### src/sv/counting_sort_engine_defines.svh
// Assertion helpers used by the counting sort engine datapath.
`ifndef COUNTING_SORT_ENGINE_DEFINES_SVH
`define COUNTING_SORT_ENGINE_DEFINES_SVH

// The expression must hold at every clock edge outside reset.
`define CSE_ASSERT_ALWAYS(label, clk, rst_n, expr) \
  label: assert property (@(posedge clk) disable iff (!rst_n) (expr)) \
    else $error("counting sort engine check failed");

// The consequent must hold in the same cycle as the antecedent.
`define CSE_ASSERT_IMPLY(label, clk, rst_n, ante, cons) \
  label: assert property (@(posedge clk) disable iff (!rst_n) (ante) |-> (cons)) \
    else $error("counting sort engine check failed");

`endif

### src/sv/cse_pkg.sv
`default_nettype none

package cse_pkg;

  localparam int MAX_ITEMS = 1024;
  localparam int KEY_BINS  = 256;

  localparam int KEY_W    = 8;
  localparam int BIN_AW   = $clog2(KEY_BINS);
  localparam int BIN_IW   = BIN_AW + 1;
  localparam int ITEM_AW  = $clog2(MAX_ITEMS);
  localparam int CNT_W    = ITEM_AW + 1;
  localparam int LIM_W    = 9;
  localparam int STAT_W   = 2;
  localparam int CFG_AW   = 3;
  localparam int CFG_DW   = 32;

  // Request type codes.
  localparam logic REQ_PUSH = 1'b0;
  localparam logic REQ_PULL = 1'b1;

  // Result status codes.
  localparam logic [STAT_W-1:0] STAT_OK      = 2'd0;
  localparam logic [STAT_W-1:0] STAT_EMPTY   = 2'd1;
  localparam logic [STAT_W-1:0] STAT_FLAGGED = 2'd2;

  // Register index of key_limit (word address bits of paddr).
  localparam logic [CFG_AW-3:0] REG_KEY_LIMIT = '0;
  localparam logic [LIM_W-1:0]  KEY_LIMIT_RST = LIM_W'(256);

  typedef struct packed {
    logic             req_type;
    logic [KEY_W-1:0] key_in;
    logic             last_key;
  } in_t;

  typedef struct packed {
    logic [KEY_W-1:0]  sorted_key;
    logic              final_key;
    logic [STAT_W-1:0] status;
  } out_t;

  // Commands from the controller to the datapath.
  typedef struct packed {
    logic push;
    logic pull;
    logic bin_upd;
    logic prefix_init;
    logic prefix_step;
    logic place_init;
    logic place_key;
    logic place_bin;
    logic place_wr;
    logic set_ready;
    logic pull_load;
  } cmd_t;

  // Status from the datapath to the controller.
  typedef struct packed {
    logic push_full;
    logic pull_avail;
    logic prefix_done;
    logic place_done;
    logic out_valid;
  } sts_t;

endpackage

`default_nettype wire

### src/sv/cse_ctrl.sv
`default_nettype none

module cse_ctrl (
  input  wire logic          clk,
  input  wire logic          rst_n,
  input  wire logic          in_valid,
  input  wire cse_pkg::in_t  in_data,
  output logic               in_stall,
  input  wire logic          out_stall,
  input  wire cse_pkg::sts_t sts,
  output cse_pkg::cmd_t      cmd
);

  localparam logic [2:0] ST_IDLE     = 3'd0;
  localparam logic [2:0] ST_PUSH_UPD = 3'd1;
  localparam logic [2:0] ST_PREFIX   = 3'd2;
  localparam logic [2:0] ST_PL_KEY   = 3'd3;
  localparam logic [2:0] ST_PL_BIN   = 3'd4;
  localparam logic [2:0] ST_PL_WR    = 3'd5;
  localparam logic [2:0] ST_PULL_RD  = 3'd6;

  logic [2:0] state_r;
  logic [2:0] state_nxt;
  logic       last_r;
  logic       last_nxt;
  logic       acc;

  assign in_stall = (state_r != ST_IDLE) || (sts.out_valid && out_stall);
  assign acc      = in_valid && !in_stall;

  always_comb begin
    state_nxt = state_r;
    last_nxt  = last_r;
    cmd       = '0;
    case (state_r)
      ST_IDLE: begin
        if (acc) begin
          if (in_data.req_type == cse_pkg::REQ_PUSH) begin
            cmd.push = 1'b1;
            last_nxt = in_data.last_key;
            if (!sts.push_full) begin
              state_nxt = ST_PUSH_UPD;
            end else if (in_data.last_key) begin
              cmd.prefix_init = 1'b1;
              state_nxt       = ST_PREFIX;
            end
          end else begin
            cmd.pull = 1'b1;
            if (sts.pull_avail) begin
              state_nxt = ST_PULL_RD;
            end
          end
        end
      end
      ST_PUSH_UPD: begin
        cmd.bin_upd = 1'b1;
        if (last_r) begin
          cmd.prefix_init = 1'b1;
          state_nxt       = ST_PREFIX;
        end else begin
          state_nxt = ST_IDLE;
        end
      end
      ST_PREFIX: begin
        cmd.prefix_step = 1'b1;
        if (sts.prefix_done) begin
          cmd.place_init = 1'b1;
          state_nxt      = ST_PL_KEY;
        end
      end
      ST_PL_KEY: begin
        if (sts.place_done) begin
          cmd.set_ready = 1'b1;
          state_nxt     = ST_IDLE;
        end else begin
          cmd.place_key = 1'b1;
          state_nxt     = ST_PL_BIN;
        end
      end
      ST_PL_BIN: begin
        cmd.place_bin = 1'b1;
        state_nxt     = ST_PL_WR;
      end
      ST_PL_WR: begin
        cmd.place_wr = 1'b1;
        state_nxt    = ST_PL_KEY;
      end
      ST_PULL_RD: begin
        cmd.pull_load = 1'b1;
        state_nxt     = ST_IDLE;
      end
      default: begin
        state_nxt = ST_IDLE;
      end
    endcase
  end

  always_ff @(posedge clk) begin
    if (!rst_n) begin
      state_r <= ST_IDLE;
      last_r  <= 1'b0;
    end else begin
      state_r <= state_nxt;
      last_r  <= last_nxt;
    end
  end

endmodule

`default_nettype wire

### config.mk
export PLATFORM = sky130hd
export DESIGN_NAME = cse_ctrl
export DESIGN_NICKNAME = d
export VERILOG_FILES = /design/src/sv/counting_sort_engine_defines.svh /design/src/sv/cse_pkg.sv /design/src/sv/cse_ctrl.sv
export SDC_FILE = /design/constraint.sdc
export NUM_CORES = 1
export LEC_CHECK = 0
export BUFFER_PORTS_ARGS = -buffer_cell sky130_fd_sc_hd__buf_2
export CAP_MARGIN = 15
export CORE_AREA = 4 4 41 43
export CTS_CLUSTER_DIAMETER = 60
export DETAILED_ROUTE_END_ITERATION = 6
export DIE_AREA = 0 0 45 47
export PLACE_DENSITY_LB_ADDON = 0.25
export SLEW_MARGIN = 15
export SYNTH_ARGS = -nofsm -noshare
export SYNTH_HDL_FRONTEND = slang
export SYNTH_SLANG_ARGS = --single-unit
export TNS_END_PERCENT = 30
### constraint.sdc
create_clock -name clk -period 1.7 [get_ports clk]
set_input_delay 0.255 -clock clk [delete_from_list [all_inputs] [get_ports clk]]
set_output_delay 0.255 -clock clk [all_outputs]
set_load 0.01 [all_outputs]
# Word level (Yosys, flattened, before mapping)
# Cells that the tools add are included.
[word_totals] ff_bits=4 input_bits=19 out_inout_bits=12
[op_classes] mux=29 n_bitwise=1 n_reduce_logical=8 n_eq_ne=10
[op_table] operator="3-bit two-way mux" count=7
[op_table] operator="3-bit case mux with 6 select lines" count=1
[op_table] operator="1-bit two-way mux" count=16
[op_table] operator="3-bit == test (second input constant)" count=3
[op_table] operator="2-bit two-way mux" count=4
[op_table] operator="3-bit by 2-bit == test with 1-bit output (second input constant)" count=2
[op_table] operator="2-bit != test (second input constant)" count=2
[op_table] operator="4-bit != test (second input constant)" count=1
[op_table] operator="4-bit AND reduction" count=1
[op_table] operator="3-bit by 1-bit == test with 1-bit output (second input constant)" count=1
[op_table] operator="3-bit logical NOT" count=1
[op_table] operator="3-bit != test (second input constant)" count=1
[op_table] operator="3-bit AND reduction" count=1
[op_table] operator="3-bit nonzero test" count=1
[op_table] operator="1-bit logical AND" count=2
[op_table] operator="1-bit case mux with 2 select lines" count=1
[op_table] operator="1-bit logical NOT" count=1
[op_table] operator="1-bit logical OR" count=1
[op_table] operator="1-bit NOT" count=1

# Depth between registers and ports, before layout
# Gate-level depths: netlist of run 1.
[logic_depth] depth_word=6 ltp_mapped=5 mapped_depth_nobuf=4

# Worst setup path before layout of run 1
# OpenSTA, ideal clock, no wires.
[synth_path] kind="reg-to-output" start="register state_r[0]" end="output cmd[7] in the netlist's numbering" slack_ns=0.213 path_stages_with_launch=4 required_time_ns=1.445 arrival_time_ns=1.232 cell_sequence="dfxtp_1 clkbuf_1 nor3b_1 a32o_1"
[synth_lines] element="start, declared" line="cse_ctrl.sv:22" source="logic [2:0] state_r;"
[synth_lines] element="start signal, assigned" line="cse_ctrl.sv:103" source="state_r <= state_nxt;"
[synth_lines] element="end, declared" line="cse_ctrl.sv:11" source="output cse_pkg::cmd_t cmd"

==> impl_metrics.toml, run 1 <==
[status]
run_status = "finished, final reports clean"

[global_routing]
grt_max_degree = 14
grt_antenna_before_repair = 0
grt_pass1_wl_um = 1538
grt_pass1_vias = 407
grt_util_all_layers = 0.09889
grt-ovfl-total = 0

[timing]
hold-worst-slack_ns = 0.3001
hold_viol = 0
slew_headroom = 0.8087
drv_slew = 0
fin_setup_tns_ns = 0
rsz0062_at_grt = "true"
finalSetupViolCount = 0
post-route-period-util = 0.9678
skew_ns = 0.006744
worst_slew_pin_slew_ns = 0.2869
period_needed_ns = 1.645
fmax_ghz = 0.6078

[detailed_routing]
drt_first_pass_iters = 2
drc_errors = 0
num_vias = 419
drtIter0Drc = 1
wire_per_inst_um = 10.65
routed_wl_um = 937
final_antenna_net_count = 0
via_per_inst = 4.761

[worst_setup_path]
crit_fanout = 3
r2r_slack_ns = 0.46
required_ns = 1.44
end_kind = "primary output"
critical_path_class = "flip-flop to primary output"
worstPathArrival_ns = 1.39
start_kind = "flip-flop"

[die]
rows = 13
die_area_um2 = 2115
die-width_um = 45
fp.dieH_um = 47
start_util = 0.2769
io_pins = 31
core_area_um2 = 1301

[finish]
antennaDiodeCount = 0
layout.nets = 94
area_delta_synth_final_pct = 45.14
final_layout_size_suffix_gt1_frac = 0.4384

[synthesis]
synth_cell_type_count = 25
synthAdderAreaFrac = 0
seq_area_frac_synth = 0.2222
netlist_instances = 48
postSynthAreaPerCell_um2 = 7.507
synth-simple-area-share = 0.4653
ys.warnings.count = 0
synth_top_family_by_area = "simple AND/OR/NAND/NOR gates"
synth_area_um2 = 360.3
synth_compound_area_frac = 0.2083
syn-num-nets = 67
synthMuxAreaShare = 0.05556
synth_seq_cells = 4
synthXorXnorAreaFrac = 0

[placement]
port_buffers = 22
dp_hpwl_um = 775.3
place.gp.congestion = 0.7326

[power_and_ir_drop]
total_power_mw = 0.7021
cellLeakagePower_nw = 0.2793
p_per_area_nw_per_um2 = 1342
max-vdd-ir-drop_mv = 0.5987

[cts]
clock_sinks = 4
root_buffer = "clkbuf_4"
clk_pin_slew_ns = 0.04
h-tree-depth = 1
cts_tree = "built"
holdBufCountCts = 0
cts-buffers-inserted = 3
worstSkewPairLatency_ns = 0.23
clock_path_buffers = 2

[worst_hold_path]
hold_class = "input pin to flip-flop"

[flow_run]
drv_cap = 0
## cell usage after synthesis
library cell / n / area (um^2)
o211a_1: 1 / 10.01
clkbuf_1: 1 / 3.750
o31ai_1: 1 / 7.510
a32o_1: 1 / 10.01
nand2_1: 5 / 18.77
or3_4: 1 / 11.26
a21bo_2: 1 / 10.01
nor2b_1: 3 / 18.77
nand2b_1: 1 / 6.260
o21a_1: 1 / 7.510
dfxtp_1: 4 / 80.08
and3_1: 1 / 6.260
nor3b_1: 4 / 30.03
buf_2: 2 / 10.01
and3b_1: 1 / 8.760
o21ai_1: 1 / 5.000
o2111a_1: 1 / 11.26
and2_1: 1 / 6.260
nor3_4: 1 / 16.27
mux2i_1: 2 / 20.02
a21oi_1: 1 / 5.000
inv_1: 1 / 3.750
o31a_1: 1 / 8.760
nor2_1: 8 / 30.03
nor3_1: 3 / 15.01
## logic make-up after synthesis
group | Yosys count
buffers and inverters | 4
AO/OA/AOI/OAI | 9
flip-flops | 4
AND/OR/NAND/NOR | 29
multiplexers | 2
## routing by layer
layer / track usage / part of all wire / up-vias
met5: 0 / 0 / -
met4: 0.03509 / 0 / 0
met3: 0.03065 / 0.074 / 0
met2: 0.1836 / 0.53 / 11
met1: 0.1050 / 0.40 / 185
li1: - / - / 223
## critical path: stages (launching register included)
cell and delay [ns]:
dfxtp_1 0.30, or3_4 0.40, nor3_4 0.17, a32o_1 0.18, buf_2 0.12
## path summary, 6_finish.rpt
check | start | endpoint | cells after the start
worst max-delay path | state_r[2] | cmd[7] | 4
worst min-delay path | rst_n | last_r | 2
worst max register to register | state_r[1] | state_r[0] | 5
worst min register to register | last_r | last_r | 2
## layout make-up
cell class | instances | area [um^2]
clock buffers | 3 | 22.52
well taps | 15 | 18.77
fillers | 156 | 778.2
repair buffers | 25 | 132.6
inverters | 1 | 3.754
flip-flops and latches | 4 | 80.08
multi-input cells | 40 | 265.3
## cells in the final DEF, fill, tap and decap left out
master / Yosys / routed
buf_2: 2 / 22
nor2_1: 8 / 8
nand2_1: 5 / 5
nor3b_1: 4 / 4
dfxtp_1: 4 / 4
nor3_1: 3 / 3
clkbuf_4: 0 / 3
buf_4: 0 / 3
nor2b_1: 3 / 2
mux2i_1: 2 / 2
or3_4: 1 / 1
a21bo_2: 1 / 1
nor3_4: 1 / 1
nor2b_2: 0 / 1
a32o_1: 1 / 1
and2_1: 1 / 1
inv_1: 1 / 1
and3_1: 1 / 1
and3b_1: 1 / 1
nand2b_1: 1 / 1
o31ai_1: 1 / 1
o21a_1: 1 / 1
a21oi_1: 1 / 1
o2111a_1: 1 / 1
o31a_1: 1 / 1
o21ai_1: 1 / 1
o211a_1: 1 / 1
## sequential cells by signal, summed over array words and instances (netlist names)
register  cells
state_r       3
last_r        1
## where the power goes
group,internal (mW),leakage (nW),switching (mW)
clock,0.0787,0.0138,0.0357
sequential,0.122,0.0328,0.0126
combinational,0.214,0.233,0.240
## repair_timing
| action | CTS | global route |
|---|---|---|
| setup buffers | 0 | 0 |
| pin swaps | 1 | 0 |
| setup endpoints to repair | 1 | 2 |
| gates cloned | 0 | 0 |
| gates resized for setup | 0 | 1 |
## metrics by stage
step / instance area (um^2) / cells / setup slack, ns / utilization
2_1_floorplan: 360.3 / 48 / 0.2130 / -
3_3_place_gp: 498.0 / 85 / 0.2220 / 0.3827
3_5_place_dp: 498.0 / 85 / 0.2221 / 0.3827
4_1_cts: 520.5 / 88 / 0.02927 / 0.4000
5_1_grt: 523.0 / 88 / -0.03542 / 0.4019
6_report: 523.0 / 88 / 0.05470 / 0.4019
Note: power is estimated with default switching activity, not from simulation.
==> run 2: changes to the inputs <==
GPL_TIMING_DRIVEN = 0   (was unset)
==> run 2 against run 1 <==
  * Critical path depth is the same
  * Setup slack gained 0.020 ns
  * First-iteration DRC count grew to 8.0 times the previous value
  * Clock power grew 4%
  * Register-to-register slack lost 0.17 ns
==> impl_metrics.toml, run 2 (synthesized netlist as in run 1, its figures left out) <==
[power_and_ir_drop]
cellLeakagePower_nw = 0.2922
intPower_mw = 0.4117
clkPwrFrac = 0.166
max-vdd-ir-drop_mv = 0.5344
pwr-share-seq = 0.215
power_frac_comb = 0.619
swShare = 0.4214
p_per_area_nw_per_um2 = 1332
power.switching_mw = 0.2999

[finish]
antennaDiodeCount = 0
final_cell_area_um2 = 534.3
area_delta_synth_final_pct = 48.26
layout_commonest_cell = "buf_2"
largest_reg_flops = 3
regMostFlops = "state_r"
reg.largest.list = "state_r: 3 flops, last_r: 1 flops"
layout.nets = 96
mostFrequentLayoutCells = "buf_2, nor2_1, nand2_1"
final_layout_size_suffix_gt1_frac = 0.4667
post-route-util = 0.4106

[global_routing]
grt-ovfl-total = 0
grt_util_all_layers = 0.09960
grt_max_degree = 11
grt_pass1_wl_um = 1545
grt_pass1_vias = 394
grt_antenna_before_repair = 0

[cts]
root_buffer = "clkbuf_4"
holdBufCountCts = 0
cts-buffers-inserted = 3
cts_tree = "built"
worstSkewPairLatency_ns = 0.23
clock_sinks = 4
h-tree-depth = 1
clock_path_buffers = 2
clk_pin_slew_ns = 0.04

[worst_setup_path]
required_ns = 1.44
start_kind = "flip-flop"
worstPathArrival_ns = 1.37
critical_path_class = "flip-flop to primary output"
crit_fanout = 5
end_kind = "primary output"

[timing]
finalSetupViolCount = 0
rsz0062_at_grt = "true"
skew_ns = 0.001189
hold_viol = 0
slew_headroom = 0.7924
drv_slew = 0
period_needed_ns = 1.625
post-route-period-util = 0.9561
worst_slew_pin_slew_ns = 0.3113
fmax_ghz = 0.6152

[die]
core_area_um2 = 1301
io_pins = 31
start_util = 0.2769
rows = 13
fp.dieH_um = 47
die-width_um = 45
die_area_um2 = 2115

[placement]
dp_hpwl_um = 762
port_buffers = 22
place.gp.congestion = 0.7130
place_area_um2 = 489.2

[detailed_routing]
wire_per_inst_um = 10.52
drt_first_pass_iters = 4
routed_wl_um = 947
via_per_inst = 4.667
num_vias = 420
drtIter0Drc = 8
drc_errors = 0
final_antenna_net_count = 0

[status]
run_status = "finished, final reports clean"

[worst_hold_path]
hold_class = "input pin to flip-flop"

[flow_run]
drv_cap = 0
-- run 2: final timing paths --
kind / start / endpoint / slack [ns] / cells past startpoint
worst max-delay path: state_r[1] / cmd[7] / 0.07 / 4
worst min-delay path: rst_n / state_r[2] / 0.30 / 2
worst max register to register: state_r[1] / last_r / 0.29 / 6
worst min register to register: last_r / last_r / 0.54 / 2
-- run 2: cell type report --
| class | instances | area, um^2 |
|---|---|---|
| fill | 162 | 767.0 |
| multi-input combinational | 40 | 267.8 |
| timing repair buffer | 24 | 125.1 |
| sequential | 4 | 81.33 |
| clock buffer | 3 | 22.52 |
| tap | 15 | 18.77 |
| buffer | 3 | 15.01 |
| inverter | 1 | 3.754 |
-- run 2: power by group through the flow --
stage | clock [mW] | sequential, mW | combinational [mW]
2_1_floorplan | 0 | 0.141 | 0.315
3_5_place_dp | 0 | 0.151 | 0.429
3_3_place_gp | 0 | 0.150 | 0.429
5_1_grt | 0.131 | 0.158 | 0.492
6_report | 0.118 | 0.153 | 0.441
4_1_cts | 0.125 | 0.148 | 0.442
-- run 2: stage by stage --
step | setup slack, ns | hold WS, ns | power, mW | TNS [ns] | instances
finish | 0.07459 | 0.3018 | 0.7116 | 0 | 90
global route | -0.006098 | 0.3154 | 0.7816 | -0.006098 | 90
floorplan | 0.2130 | 0.3832 | 0.4562 | 0 | 48
global placement | 0.1919 | 0.5358 | 0.5786 | 0 | 85
CTS | 0.02746 | 0.2993 | 0.7150 | 0 | 90
detailed placement | 0.1893 | 0.5429 | 0.5796 | 0 | 85
-- run 2: timing repair --
| action | CTS | global route |
|---|---|---|
| buffers inserted | 2 | 0 |
| hold endpoints to repair | 0 | 0 |
| pin swaps | 1 | 1 |
| resized for setup | 1 | 2 |
| endpoints found under the setup margin | 1 | 1 |
-- run 2: worst max-delay path, cell delays in order, from the launching register on --
cell and delay, ns:
dfxtp_2 0.33, or3_4 0.38, nor3_4 0.13, a32o_1 0.17, buf_2 0.12
-- run 2: routing by layer --
| metal | share of wire | track usage | up-vias |
|---|---|---|---|
| li1 | - | - | 226 |
| met1 | 0.45 | 0.1298 | 185 |
| met2 | 0.49 | 0.1582 | 9 |
| met3 | 0.061 | 0.01533 | 0 |
| met4 | 0 | 0.05263 | 0 |
| met5 | 0 | 0 | - |
