===== src/sv/counting_sort_engine_defines.svh =====
// Assertion helpers used by the counting sort engine datapath.
`ifndef COUNTING_SORT_ENGINE_DEFINES_SVH
`define COUNTING_SORT_ENGINE_DEFINES_SVH

// The expression must hold at every clock edge outside reset.
`define CSE_ASSERT_ALWAYS(label, clk, rst_n, expr) \
  label: assert property (@(posedge clk) disable iff (!rst_n) (expr)) \
    else $error("counting sort engine check failed");

// The consequent must hold in the same cycle as the antecedent.
`define CSE_ASSERT_IMPLY(label, clk, rst_n, ante, cons) \
  label: assert property (@(posedge clk) disable iff (!rst_n) (ante) |-> (cons)) \
    else $error("counting sort engine check failed");

`endif


===== src/sv/cse_pkg.sv =====
`default_nettype none

package cse_pkg;

  localparam int MAX_ITEMS = 1024;
  localparam int KEY_BINS  = 256;

  localparam int KEY_W    = 8;
  localparam int BIN_AW   = $clog2(KEY_BINS);
  localparam int BIN_IW   = BIN_AW + 1;
  localparam int ITEM_AW  = $clog2(MAX_ITEMS);
  localparam int CNT_W    = ITEM_AW + 1;
  localparam int LIM_W    = 9;
  localparam int STAT_W   = 2;
  localparam int CFG_AW   = 3;
  localparam int CFG_DW   = 32;

  // Request type codes.
  localparam logic REQ_PUSH = 1'b0;
  localparam logic REQ_PULL = 1'b1;

  // Result status codes.
  localparam logic [STAT_W-1:0] STAT_OK      = 2'd0;
  localparam logic [STAT_W-1:0] STAT_EMPTY   = 2'd1;
  localparam logic [STAT_W-1:0] STAT_FLAGGED = 2'd2;

  // Register index of key_limit (word address bits of paddr).
  localparam logic [CFG_AW-3:0] REG_KEY_LIMIT = '0;
  localparam logic [LIM_W-1:0]  KEY_LIMIT_RST = LIM_W'(256);

  typedef struct packed {
    logic             req_type;
    logic [KEY_W-1:0] key_in;
    logic             last_key;
  } in_t;

  typedef struct packed {
    logic [KEY_W-1:0]  sorted_key;
    logic              final_key;
    logic [STAT_W-1:0] status;
  } out_t;

  // Commands from the controller to the datapath.
  typedef struct packed {
    logic push;
    logic pull;
    logic bin_upd;
    logic prefix_init;
    logic prefix_step;
    logic place_init;
    logic place_key;
    logic place_bin;
    logic place_wr;
    logic set_ready;
    logic pull_load;
  } cmd_t;

  // Status from the datapath to the controller.
  typedef struct packed {
    logic push_full;
    logic pull_avail;
    logic prefix_done;
    logic place_done;
    logic out_valid;
  } sts_t;

endpackage

`default_nettype wire


===== src/sv/cse_cfg.sv =====
`default_nettype none

module cse_cfg (
  input  wire logic                          clk,
  input  wire logic                          rst_n,
  input  wire logic                          psel,
  input  wire logic                          penable,
  input  wire logic                          pwrite,
  input  wire logic [cse_pkg::CFG_AW-1:0]    paddr,
  input  wire logic [cse_pkg::CFG_DW-1:0]    pwdata,
  output logic      [cse_pkg::CFG_DW-1:0]    prdata,
  output logic                               pready,
  output logic      [cse_pkg::LIM_W-1:0]     key_limit
);

  logic [cse_pkg::LIM_W-1:0] key_limit_r;
  logic [cse_pkg::LIM_W-1:0] key_limit_nxt;
  logic                      sel_lim;

  assign sel_lim = (paddr[cse_pkg::CFG_AW-1:2] == cse_pkg::REG_KEY_LIMIT);

  always_comb begin
    key_limit_nxt = key_limit_r;
    if (psel && penable && pwrite && sel_lim) begin
      key_limit_nxt = pwdata[cse_pkg::LIM_W-1:0];
    end
  end

  always_ff @(posedge clk) begin
    if (!rst_n) begin
      key_limit_r <= cse_pkg::KEY_LIMIT_RST;
    end else begin
      key_limit_r <= key_limit_nxt;
    end
  end

  assign prdata    = sel_lim ? cse_pkg::CFG_DW'(key_limit_r) : '0;
  assign pready    = 1'b1;
  assign key_limit = key_limit_r;

endmodule

`default_nettype wire


===== config.mk =====
export PLATFORM = sky130hd
export DESIGN_NAME = cse_cfg
export DESIGN_NICKNAME = d
export VERILOG_FILES = /design/src/sv/counting_sort_engine_defines.svh /design/src/sv/cse_pkg.sv /design/src/sv/cse_cfg.sv
export SDC_FILE = /design/constraint.sdc
export NUM_CORES = 1
export LEC_CHECK = 0
export BUFFER_PORTS_ARGS = -buffer_cell sky130_fd_sc_hd__clkbuf_2
export CAP_MARGIN = 20
export CORE_MARGIN = 2
export CORE_UTILIZATION = 31
export CTS_BUF_LIST = sky130_fd_sc_hd__clkbuf_16
export CTS_CLUSTER_DIAMETER = 60
export CTS_CLUSTER_SIZE = 25
export DETAILED_ROUTE_END_ITERATION = 8
export MAX_ROUTING_LAYER = met4
export PLACE_DENSITY = 0.85
export REMOVE_ABC_BUFFERS = 1
export SLEW_MARGIN = 10
export SYNTH_ARGS = -nofsm -noshare
export SYNTH_HDL_FRONTEND = slang
export SYNTH_SLANG_ARGS = --single-unit

===== constraint.sdc =====
create_clock -name clk -period 0.99 [get_ports clk]
set_clock_uncertainty 0.1 [all_clocks]
set_input_delay 0.0495 -clock clk [delete_from_list [all_inputs] [get_ports clk]]
set_output_delay 0.0495 -clock clk [all_outputs]
set_load 0.01 [all_outputs]

==> Word level (Yosys, flattened, before mapping) <==
Index checks and enable logic that the tools add are counted.
{ "totals": {"reg_bits": 9, "input_bits": 40, "out_inout_bits": 42, "wordCells": 6} }
{ "classes": {"mux": 1, "bitwise_logic": 1, "n_reduce_logical": 3} }
{ "ops": {"columns": ["op", "count"], "rows": [
  ["$mux W9", 1],
  ["$logic_and A1 B1 Y1", 3],
  ["$not A1 Y1", 1]
]} }

==> Longest topological paths before layout <==
Gate-level depths: netlist of run 1.
{ "logic_depth": {"word_depth": 3, "depth_mapped": 4} }

==> Worst setup path before layout of run 1 <==
No wires, ideal clock.
{ "synth_timing": {"path_type": "in2reg", "from": "input rst_n", "to": "register key_limit_r, in the netlist key_limit[1]", "t_arrival_ns": 0.647, "required_time_ns": 0.818, "path_slack_ns": 0.172, "cell_stages": 4, "path_cell_list": "buf_2 clkbuf_1 nand2_1 mux2i_1"} }
{ "synth_lines": {"columns": ["element", "line_no", "text"], "rows": [
  ["start: declaration", "cse_cfg.sv:5", "input wire logic rst_n,"],
  ["end signal: assignment", "cse_cfg.sv:31", "key_limit_r <= cse_pkg::KEY_LIMIT_RST;"],
  ["end signal: assignment", "cse_cfg.sv:33", "key_limit_r <= key_limit_nxt;"],
  ["end: declaration", "cse_cfg.sv:16", "logic [cse_pkg::LIM_W-1:0] key_limit_r;"]
]} }

==> Final worst setup path of run 1 <==
{ "layout_timing": {"from": "register key_limit_r, in the netlist key_limit[5]", "to": "output prdata[5] in the netlist's numbering"} }
{ "layout_between": {"elab_chain_cells": 1} }
{ "layout_rtl": {"columns": ["element", "line_no", "text"], "rows": [
  ["$mux W9", "cse_cfg.sv:37", "assign prdata = sel_lim ? cse_pkg::CFG_DW'(key_limit_r) : '0;"],
  ["end: declaration", "cse_cfg.sv:11", "output logic [cse_pkg::CFG_DW-1:0] prdata,"]
]} }
Every way passes these cells.

==> results of run 1 <==
[metal layers]
layer	track usage	routed length, um	vias to the layer above
li1	-	-	289
met2	0.243	802	36
met5	-	0	-
met3	0.0644	116	0
met4	0.0139	0	0
met1	0.123	532	243
[timing repair]
action / in CTS / in global routing
endpoints found under the hold margin: 8 / 0
resized for setup: 9 / 8
setup endpoints to repair: 9 / 9
setup buffers: 9 / 0
hold buffers: 8 / 0
[final timing paths]
kind	depth (start not counted)	to	slack [ns]
max reg2reg	3	key_limit[8]	0.15
max	2	prdata[5]	-0.006
min	3	key_limit[8]	0.009
min reg2reg	3	key_limit[1]	0.47
[through the flow]
| step | setup TNS (ns) | instances | utilization | power, uW | setup WS [ns] |
|---|---|---|---|---|---|
| after floorplan | 0 | 70 | - | 462 | 0.0552 |
| after global placement | 0 | 133 | 0.380 | 525 | 0.0199 |
| after detailed placement | -0.00454 | 133 | 0.380 | 529 | -0.00454 |
| after CTS | -0.0169 | 154 | 0.501 | 1280 | -0.00922 |
| after global routing | -0.230 | 154 | 0.514 | 1330 | -0.0372 |
| final | -0.0110 | 154 | 0.514 | 1260 | -0.00637 |
[cells in the mapped netlist (all sizes together)]
master | count | area, um^2
buf | 26 | 196
nand2 | 16 | 60.1
and2b | 9 | 78.8
dfxtp | 9 | 180
mux2i | 9 | 90.1
conb | 2 | 7.51
nor2b | 2 | 12.5
and4b | 1 | 10.0
clkbuf | 1 | 3.75
[kinds of logic after synthesis]
| logic type | after synthesis | share of synthesized area |
|---|---|---|
| buffers and inverters | 27 | 0.313 |
| DFF | 9 | 0.282 |
| muxes | 9 | 0.141 |
| other | 2 | 0.0117 |
| and+or+nand+nor | 28 | 0.252 |
[cell usage in the layout (no fill, tap or decap)]
cell type and n:
and2b_2 9, clkbuf_16 3, mux2i_1 9, nand2_1 16, dlygate4sd3_1 8, buf_6 4, clkbuf_2 28, nor2b_1 2
conb_1 24, dfxtp_2 9, and4b_1 1, inv_1 1, buf_4 13
[where the power goes]
| part | internal, uW | leakage [uW] | switching (uW) | total (uW) |
|---|---|---|---|---|
| logic | 91.2 | 0.000431 | 99.3 | 190 |
| clock network | 527 | 0.0000423 | 166 | 693 |
| registers | 374 | 0.0000763 | 3.64 | 377 |
| total | 992 | 0.000550 | 269 | 1260 |
[final cells by class]
cell class,count,area (um^2),area share
well taps,27,33.8,0.0335
clock inverters,1,3.75,0.00372
multi-input cells,61,342,0.339
clock buffers,3,75.1,0.0744
flip-flops and latches,9,191,0.190
repair buffers,53,363,0.360
[worst min-delay path, cell delays in order]
cell and delay, ns:
clkbuf_2 0.07, nor2b_1 0.04, mux2i_1 0.13
==> summary.txt, run 1 <==
Run status
  • Status: finished, violations left
  • Violated checks: setup timing

Setup path
  • Slowest cell on crit path: dfxtp_2
  • Crit path max-delay family: flip-flops
  • Critical path required time: 0.84 ns
  • Crit-path max cell delay: 0.31 ns
  • Critical path origin: key_limit[5]
  • CP Capture Type: output port
  • CP Max Fanout: 2
  • Crit-path cells: and2b_2 -> clkbuf_2
  • R2r startpoint: key_limit[8]
  • WP data arrival: 0.85 ns
  • Startpoint types: flip-flop
  • Crit path buf inv count: 1
  • Path type of the worst setup path: reg2out

Synthesis
  • FF+latch count, synth: 9
  • Mean post-synth cell area: 8.52 um^2
  • Cell Area, Synth: 639 um^2
  • Post-Synthesis Cells: 75
  • Yosys cell types: 11
  • Sequential area share after synthesis: 0.282
  • YS warnings: 0

Clocking
  • Clock transition at path regs: 0.04 ns
  • Clock tree buffer depth: 2
  • CTS tree: yes
  • Max H-tree Level: 1
  • Clock Latency Late Sink: 0.23 ns
  • Num CTS Buffers: 3
  • CTS Sinks: 9
  • Clock Root Buffer: clkbuf_16

STA
  • Fin worst setup slack: -0.00637 ns
  • Final slew viol count: 0
  • Hold WS: 0.00940 ns
  • Fin crit share: 1.01
  • Tmin final: 0.996 ns
  • Hold Fails Final Rpt: 0
  • Setup violators final: 3
  • RSZ-0062 raised after global routing: yes
  • Fmax achieved: 1000 MHz

Final layout
  • Synthesis-to-finish area growth: 57.7%
  • Layout cells sized above 1: 0.520
  • Max reg flops: 9
  • # diodes: 0
  • Nets: 168
  • Final Cell Area: 0.00101 mm^2
  • Fill cells: 184

Floorplan
  • Ports: 82
  • Core area: 0.00196 mm^2
  • DIE WIDTH: 49.4 um
  • Die Area: 0.00244 mm^2
  • Initial Utilization: 0.326
  • DIE HEIGHT: 49.4 um
  • Rows: 16

Global routing
  • Antenna violations before repair: 0
  • Vias in the first global route: 513
  • Pin count of the biggest net entering global routing: 11
  • First-pass GRT wire length: 2.30 mm
  • Total global routing overflow: 0
  • GRT Util Overall: 0.130

Placed design
  • Port bufs: 32
  • GP Congestion: 0.663
  • Dpl hpwl: 1.02 mm
  • Placed standard-cell area: 746 um^2

Power and ir drop
  • IR drop worst, VDD: 1.09 mV
  • Pleak: 0.000550 uW
  • PD cells: 1250 mW/mm^2

Route
  • Router iterations before antenna repair: 3
  • Vias per Instance: 3.69
  • DRC: 0
  • ANT nets after route: 0
  • Final WL: 1.45 mm
  • WL/cell: 9.42 um
  • DR iter-0 viols: 4
  • DR vias: 568

Hold path
  • Worst min-delay path class: in2reg
  • HP Start: pwdata[8]

Job
  • Max Cap Violations: 0
Power figures use the tool's default switching activity.
==> inputs of run 2 (changes only) <==
--- a/config.mk
+++ b/config.mk
@@ -14,7 +14,7 @@
 export CTS_CLUSTER_SIZE = 25
 export DETAILED_ROUTE_END_ITERATION = 8
 export MAX_ROUTING_LAYER = met4
-export PLACE_DENSITY = 0.85
+export PLACE_DENSITY = 0.82
 export REMOVE_ABC_BUFFERS = 1
 export SLEW_MARGIN = 10
 export SYNTH_ARGS = -nofsm -noshare
==> run 2 against run 1 <==
  * The run still ends with setup timing left
  * Flip-flop and latch count is the same
  * Core utilization shrank 1.0 points
  * Critical path depth is the same
  * Clock-buffer cell count is the same
  * Routed wire length grew 7.3%
  * Non-clock buffer count shrank 1
  * Worst hold slack is essentially flat
  * Critical endpoint is now prdata[6]
  * Largest cell class unchanged
  * Largest power group unchanged
==> summary.txt, run 2 (same netlist as run 1, synthesis figures left out) <==
Run status
  • Status: finished, violations left (unchanged)
  • Violated checks: setup timing (unchanged)

Job
  • Max Cap Violations: 0 (unchanged)

Final layout
  • Layout cells sized above 1: 0.516 (was 0.520)
  • Non-Filler Instances: 153 (was 154)
  • Commonest cells after routing, fill and taps aside: clkbuf_2, conb_1, nand2_1 (unchanged)
  • Nets: 167 (was 168)
  • Max reg flops: 9 (unchanged)
  • Final Cell Area: 988 um^2 (was 0.00101 mm^2)
  • Commonest non-fill, non-tap cell in the layout: clkbuf_2 (unchanged)
  • Synthesis-to-finish area growth: 54.6% (was 57.7%)
  • # diodes: 0 (unchanged)

STA
  • RSZ-0062 raised after global routing: yes (unchanged)
  • Fin worst setup slack: -0.0199 ns (was -0.00637 ns)
  • Final slew viol count: 0 (unchanged)
  • Setup violators final: 7 (was 3)
  • Fin crit share: 1.02 (was 1.01)
  • Tmin final: 1.01 ns (was 0.996 ns)
  • Hold WS: 0.00915 ns (was 0.00940 ns)
  • Hold Fails Final Rpt: 0 (unchanged)
  • Fmax achieved: 990 MHz (was 1000 MHz)

Floorplan
  • Core area: 0.00196 mm^2 (unchanged)
  • Rows: 16 (unchanged)
  • DIE HEIGHT: 49.4 um (unchanged)
  • DIE WIDTH: 49.4 um (unchanged)
  • Die Area: 0.00244 mm^2 (unchanged)
  • Initial Utilization: 0.326 (unchanged)
  • Ports: 82 (unchanged)

Route
  • Routed length on met3: 126 um (was 116 um)
  • Router iterations before antenna repair: 4 (was 3)
  • Vias per Instance: 3.84 (was 3.69)
  • Final WL: 1.56 mm (was 1.45 mm)
  • Uppermost layer routed: met4 (was met3)
  • WL/cell: 10.2 um (was 9.42 um)
  • DR iter-0 viols: 5 (was 4)
  • DRC: 0 (unchanged)
  • DR vias: 587 (was 568)
  • Met1 Wirelength: 564 um (was 532 um)
  • WL met2: 856 um (was 802 um)
  • ANT nets after route: 0 (unchanged)

Clocking
  • Clock Root Buffer: clkbuf_16 (unchanged)
  • Clock tree buffer depth: 2 (unchanged)
  • CTS tree: yes (unchanged)
  • Clock transition at path regs: 0.04 ns (about the same)
  • CTS Sinks: 9 (unchanged)
  • Max H-tree Level: 1 (unchanged)
  • Num CTS Buffers: 3 (unchanged)
  • Clock Latency Late Sink: 0.23 ns (about the same)

Setup path
  • WP data arrival: 0.86 ns (was 0.85 ns)
  • Crit-path cells: and2b_2 -> buf_6 (was and2b_2 -> clkbuf_2)
  • Critical path required time: 0.84 ns (about the same)
  • Startpoint types: flip-flop (unchanged)
  • Slowest cell on crit path: dfxtp_2 (unchanged)
  • CP Max Fanout: 2 (unchanged)
  • CP Capture Type: output port (unchanged)
  • Crit-path max cell delay: 0.31 ns (about the same)
  • Path type of the worst setup path: reg2out (unchanged)

Placed design
  • GP Congestion: 0.709 (was 0.663)
  • Dpl hpwl: 1.03 mm (was 1.02 mm)
  • Placed standard-cell area: 738 um^2 (was 746 um^2)
  • Post-placement cell count: 132 (was 133)
  • Port bufs: 32 (unchanged)

Power and ir drop
  • PD cells: 1290 mW/mm^2 (was 1250 mW/mm^2)
  • Pleak: 0.000541 uW (was 0.000550 uW)
  • IR drop worst, VDD: 0.560 mV (was 1.09 mV)

Hold path
  • Worst min-delay path class: in2reg (unchanged)

Global routing
  • Vias in the first global route: 552 (was 513)
  • GRT Util Overall: 0.133 (was 0.130)
  • Total global routing overflow: 0 (unchanged)
  • Pin count of the biggest net entering global routing: 19 (was 11)
  • First-pass GRT wire length: 2.37 mm (was 2.30 mm)
  • Antenna violations before repair: 0 (unchanged)
## run 2: cell types whose count changed in the layout (fill, tap and decap cells not counted), sizes merged
cell    previous run  this run
clkbuf            31        33
buf               17        14
## run 2: per-layer routing
metal | up-vias | GRT usage
met5 | - | -
met4 | 0 | 0.0509
met3 | 2 | 0.0399
met2 | 38 | 0.252
met1 | 263 | 0.124
li1 | 284 | -
## run 2: area by class of cell
class	count	area (um^2)
Fill cell	193	973
Clock inverter	1	3.75
Multi-Input combinational cell	61	342
Tap cell	27	33.8
Sequential cell	9	191
Clock buffer	3	75.1
Timing Repair Buffer	52	343
## run 2: critical path, delay by kind of cell (launching register included)
| family | cells | cell delay, ns |
|---|---|---|
| DFF | 1 | 0.31 |
| and+or+nand+nor | 1 | 0.19 |
| buffers and inverters | 1 | 0.12 |
## run 2: per-stage QoR
step | utilization | power (uW) | setup slack (ns) | TNS [ns]
6_report | 0.504 | 1280 | -0.0199 | -0.0378
4_1_cts | 0.497 | 1280 | -0.00593 | -0.0257
3_5_place_dp | 0.376 | 528 | 0.0352 | 0
5_1_grt | 0.504 | 1330 | -0.0389 | -0.231
2_1_floorplan | - | 462 | 0.0552 | 0
3_3_place_gp | 0.376 | 524 | 0.0663 | 0
## run 2: power by group
group          switching, uW  internal, uW
clock                    184           529
combinational            100          85.3
sequential              3.52           373
total                    288           987
## run 2: timing repair
action	CTS	global route
setup buffers	9	0
hold buffers	8	0
gates resized for setup	9	4
setup endpoints to repair	9	9
endpoints found under the hold margin	8	0
## run 2: worst paths after layout
check / start / to / slack (ns) / depth (start not counted)
worst max-delay path: key_limit[6] / prdata[6] / -0.02 / 2
worst min-delay path: pwdata[8] / key_limit[8] / 0.009 / 3
worst max register to register: key_limit[8] / key_limit[8] / 0.17 / 3
worst min register to register: key_limit[7] / key_limit[7] / 0.47 / 3
==> inputs of run 3 (changes only) <==
--- a/config.mk
+++ b/config.mk
@@ -15,7 +15,7 @@
 export DETAILED_ROUTE_END_ITERATION = 8
 export MAX_ROUTING_LAYER = met4
 export PLACE_DENSITY = 0.82
-export REMOVE_ABC_BUFFERS = 1
+export SETUP_SLACK_MARGIN = 0.05
 export SLEW_MARGIN = 10
 export SYNTH_ARGS = -nofsm -noshare
 export SYNTH_HDL_FRONTEND = slang
==> run 3 against run 2 <==
  * The run still ends with setup timing left
  * Clock power shrank 3.1%
  * Sequential share of layout area decreased by 2.0 points
  * Sequential power about the same
  * Clock-buffer cell count unchanged
  * Fmax rose by 1.3%
  * Non-clock buffer count grew 2
  * Core utilization grew 5.9 points
  * Routed wire length fell by 13%
  * Flip-flop and latch count is the same
  * Via count grew 0.17%
  * Combinational power rose by 13%
  * Final area rose by 12%
  * Critical endpoint is now prdata[0]
  * Largest cell class unchanged
  * Largest power group unchanged
==> summary.txt, run 3 (same netlist as run 1, synthesis figures left out) <==
STA
  • Hold WS: 0.0658 ns (was 0.00915 ns)
  • Fin worst setup slack: -0.00665 ns (was -0.0199 ns)
  • Fin crit share: 1.01 (was 1.02)
  • Hold Fails Final Rpt: 0 (unchanged)
  • Final slew viol count: 0 (unchanged)
  • Fmax achieved: 1000 MHz (was 990 MHz)
  • RSZ-0062 raised after global routing: yes (unchanged)
  • Setup violators final: 4 (was 7)
  • Tmin final: 0.997 ns (was 1.01 ns)
  • TNS Setup: -0.0155 ns (was -0.0378 ns)

Global routing
  • Total global routing overflow: 0 (unchanged)
  • Antenna violations before repair: 0 (unchanged)
  • First-pass GRT wire length: 1.96 mm (was 2.37 mm)
  • Met1 Use GR: 0.111 (was 0.124)
  • Met2 usage: 0.194 (was 0.252)
  • Met3 usage: 0.0215 (was 0.0399)
  • Pin count of the biggest net entering global routing: 10 (was 19)
  • GRT Max-Usage Layer: met2 (unchanged)
  • Vias in the first global route: 489 (was 552)
  • GRT Util Overall: 0.106 (was 0.133)

Floorplan
  • DIE WIDTH: 49.4 um (unchanged)
  • Ports: 82 (unchanged)
  • Die Area: 0.00244 mm^2 (unchanged)
  • Core area: 0.00196 mm^2 (unchanged)
  • Rows: 16 (unchanged)
  • DIE HEIGHT: 49.4 um (unchanged)
  • Initial Utilization: 0.326 (unchanged)

Placed design
  • Post-placement cell count: 133 (was 132)
  • Port bufs: 32 (unchanged)
  • Dpl hpwl: 974 um (was 1.03 mm)
  • GP Congestion: 0.747 (was 0.709)
  • Setup WS pre-CTS: 0.0386 ns (was 0.0352 ns)

Route
  • Vias per Instance: 3.79 (was 3.84)
  • ANT nets after route: 0 (unchanged)
  • DR vias: 588 (was 587)
  • Router iterations before antenna repair: 2 (was 4)
  • WL/cell: 8.71 um (was 10.2 um)
  • DR iter-0 viols: 1 (was 5)
  • DRC: 0 (unchanged)
  • Final WL: 1.35 mm (was 1.56 mm)

Setup path
  • WP data arrival: 0.85 ns (was 0.86 ns)
  • RR Endpoint: key_limit[8] (unchanged)
  • Path type of the worst setup path: reg2out (unchanged)
  • Reg-to-reg slack, setup: 0.18 ns (was 0.17 ns)
  • Startpoint types: flip-flop (unchanged)
  • R2r startpoint: key_limit[8] (unchanged)
  • FF-to-FF path depth: 3 (unchanged)
  • Critical path required time: 0.84 ns (about the same)
  • CP endpoint: prdata[0] (was prdata[6])
  • Critical path origin: key_limit[0] (was key_limit[6])
  • CP Capture Type: output port (unchanged)
  • CP Max Fanout: 2 (unchanged)

Clocking
  • Num CTS Buffers: 3 (unchanged)
  • CTS Sinks: 9 (unchanged)
  • Clock Root Buffer: clkbuf_16 (unchanged)
  • Clock transition at path regs: 0.04 ns (about the same)
  • Clock tree buffer depth: 2 (unchanged)
  • CTS tree: yes (unchanged)
  • Clock Latency Late Sink: 0.23 ns (about the same)
  • Max H-tree Level: 1 (unchanged)

Final layout
  • # diodes: 0 (unchanged)
  • Max reg flops: 9 (unchanged)
  • Layout cells sized above 1: 0.516 (about the same)
  • Final core occ: 0.563 (was 0.504)
  • Commonest non-fill, non-tap cell in the layout: conb_1 (was clkbuf_2)
  • Nets: 169 (was 167)
  • Non-Filler Instances: 155 (was 153)
  • Commonest cells after routing, fill and taps aside: conb_1, clkbuf_2, buf_6 (was clkbuf_2, conb_1, nand2_1)
  • Synthesis-to-finish area growth: 72.8% (was 54.6%)

Power and ir drop
  • IR drop worst, VDD: 0.729 mV (was 0.560 mV)
  • Clock share of power: 0.540 (was 0.559)
  • Power share of the combinational group: 0.165 (was 0.146)
  • Pint: 1010 uW (was 987 uW)
  • PD cells: 1160 mW/mm^2 (was 1290 mW/mm^2)
  • Pleak: 0.000575 uW (was 0.000541 uW)
  • Switching Fraction: 0.210 (was 0.226)
  • Sw power: 269 uW (was 288 uW)
  • Share of total power in sequential cells: 0.296 (about the same)

Hold path
  • HP Start: rst_n (was pwdata[8])
  • Worst min-delay path class: in2reg (unchanged)

Run status
  • Violated checks: setup timing (unchanged)
  • Status: finished, violations left (unchanged)

Job
  • Max Cap Violations: 0 (unchanged)
## run 3: cell types whose count changed in the layout (fill, tap and decap cells not counted), sizes merged
cell,change
buf,+13
clkbuf,-12
dlygate4sd3,+1
## run 3: metal layers
metal | vias to the layer above | wire length [um]
met5 | - | 0
li1 | 292 | -
met3 | 0 | 115
met2 | 36 | 738
met4 | 0 | 0
met1 | 260 | 496
## run 3: how the worst min path moves through the flow
stage | end | slack [ns] | cells after the start
2_1_floorplan | key_limit[0] | 0.09 | 2
3_3_place_gp | key_limit[0] | 0.19 | 3
3_5_place_dp | key_limit[6] | 0.19 | 3
4_1_cts | key_limit[8] | 0.07 | 3
5_1_grt | key_limit[8] | 0.11 | 3
6_report | key_limit[8] | 0.07 | 3
## run 3: final cells by class
cell class	count	area (um^2)
Multi-Input combinational cell	61	342
Tap cell	27	33.8
Fill cell	194	857
Clock inverter	1	3.75
Timing Repair Buffer	54	459
Clock buffer	3	75.1
Sequential cell	9	191
## run 3: timing repair
action                     in CTS  in global routing
setup buffers                   9                  0
setup endpoints to repair       9                 18
hold endpoints to repair        9                  0
gates cloned                    0                  0
hold buffers                    9                  0
resized for setup               9                 31
## run 3: worst max-delay path, stage by stage, from the launching register on
cell and delay [ns]:
dfxtp_2 0.31, and2b_2 0.19, buf_6 0.11
## run 3: power groups by stage
stage,sequential [uW],clock [uW],combinational (uW)
6_report,378,690,210
5_1_grt,378,719,231
4_1_cts,377,703,191
3_5_place_dp,384,0,150
3_3_place_gp,383,0,147
2_1_floorplan,387,0,157
## run 3: per-stage QoR
step	cell area, um^2	total power [uW]
3_3_place_gp	758	530
6_report	1100	1280
2_1_floorplan	722	544
4_1_cts	1010	1270
5_1_grt	1100	1330
3_5_place_dp	758	534
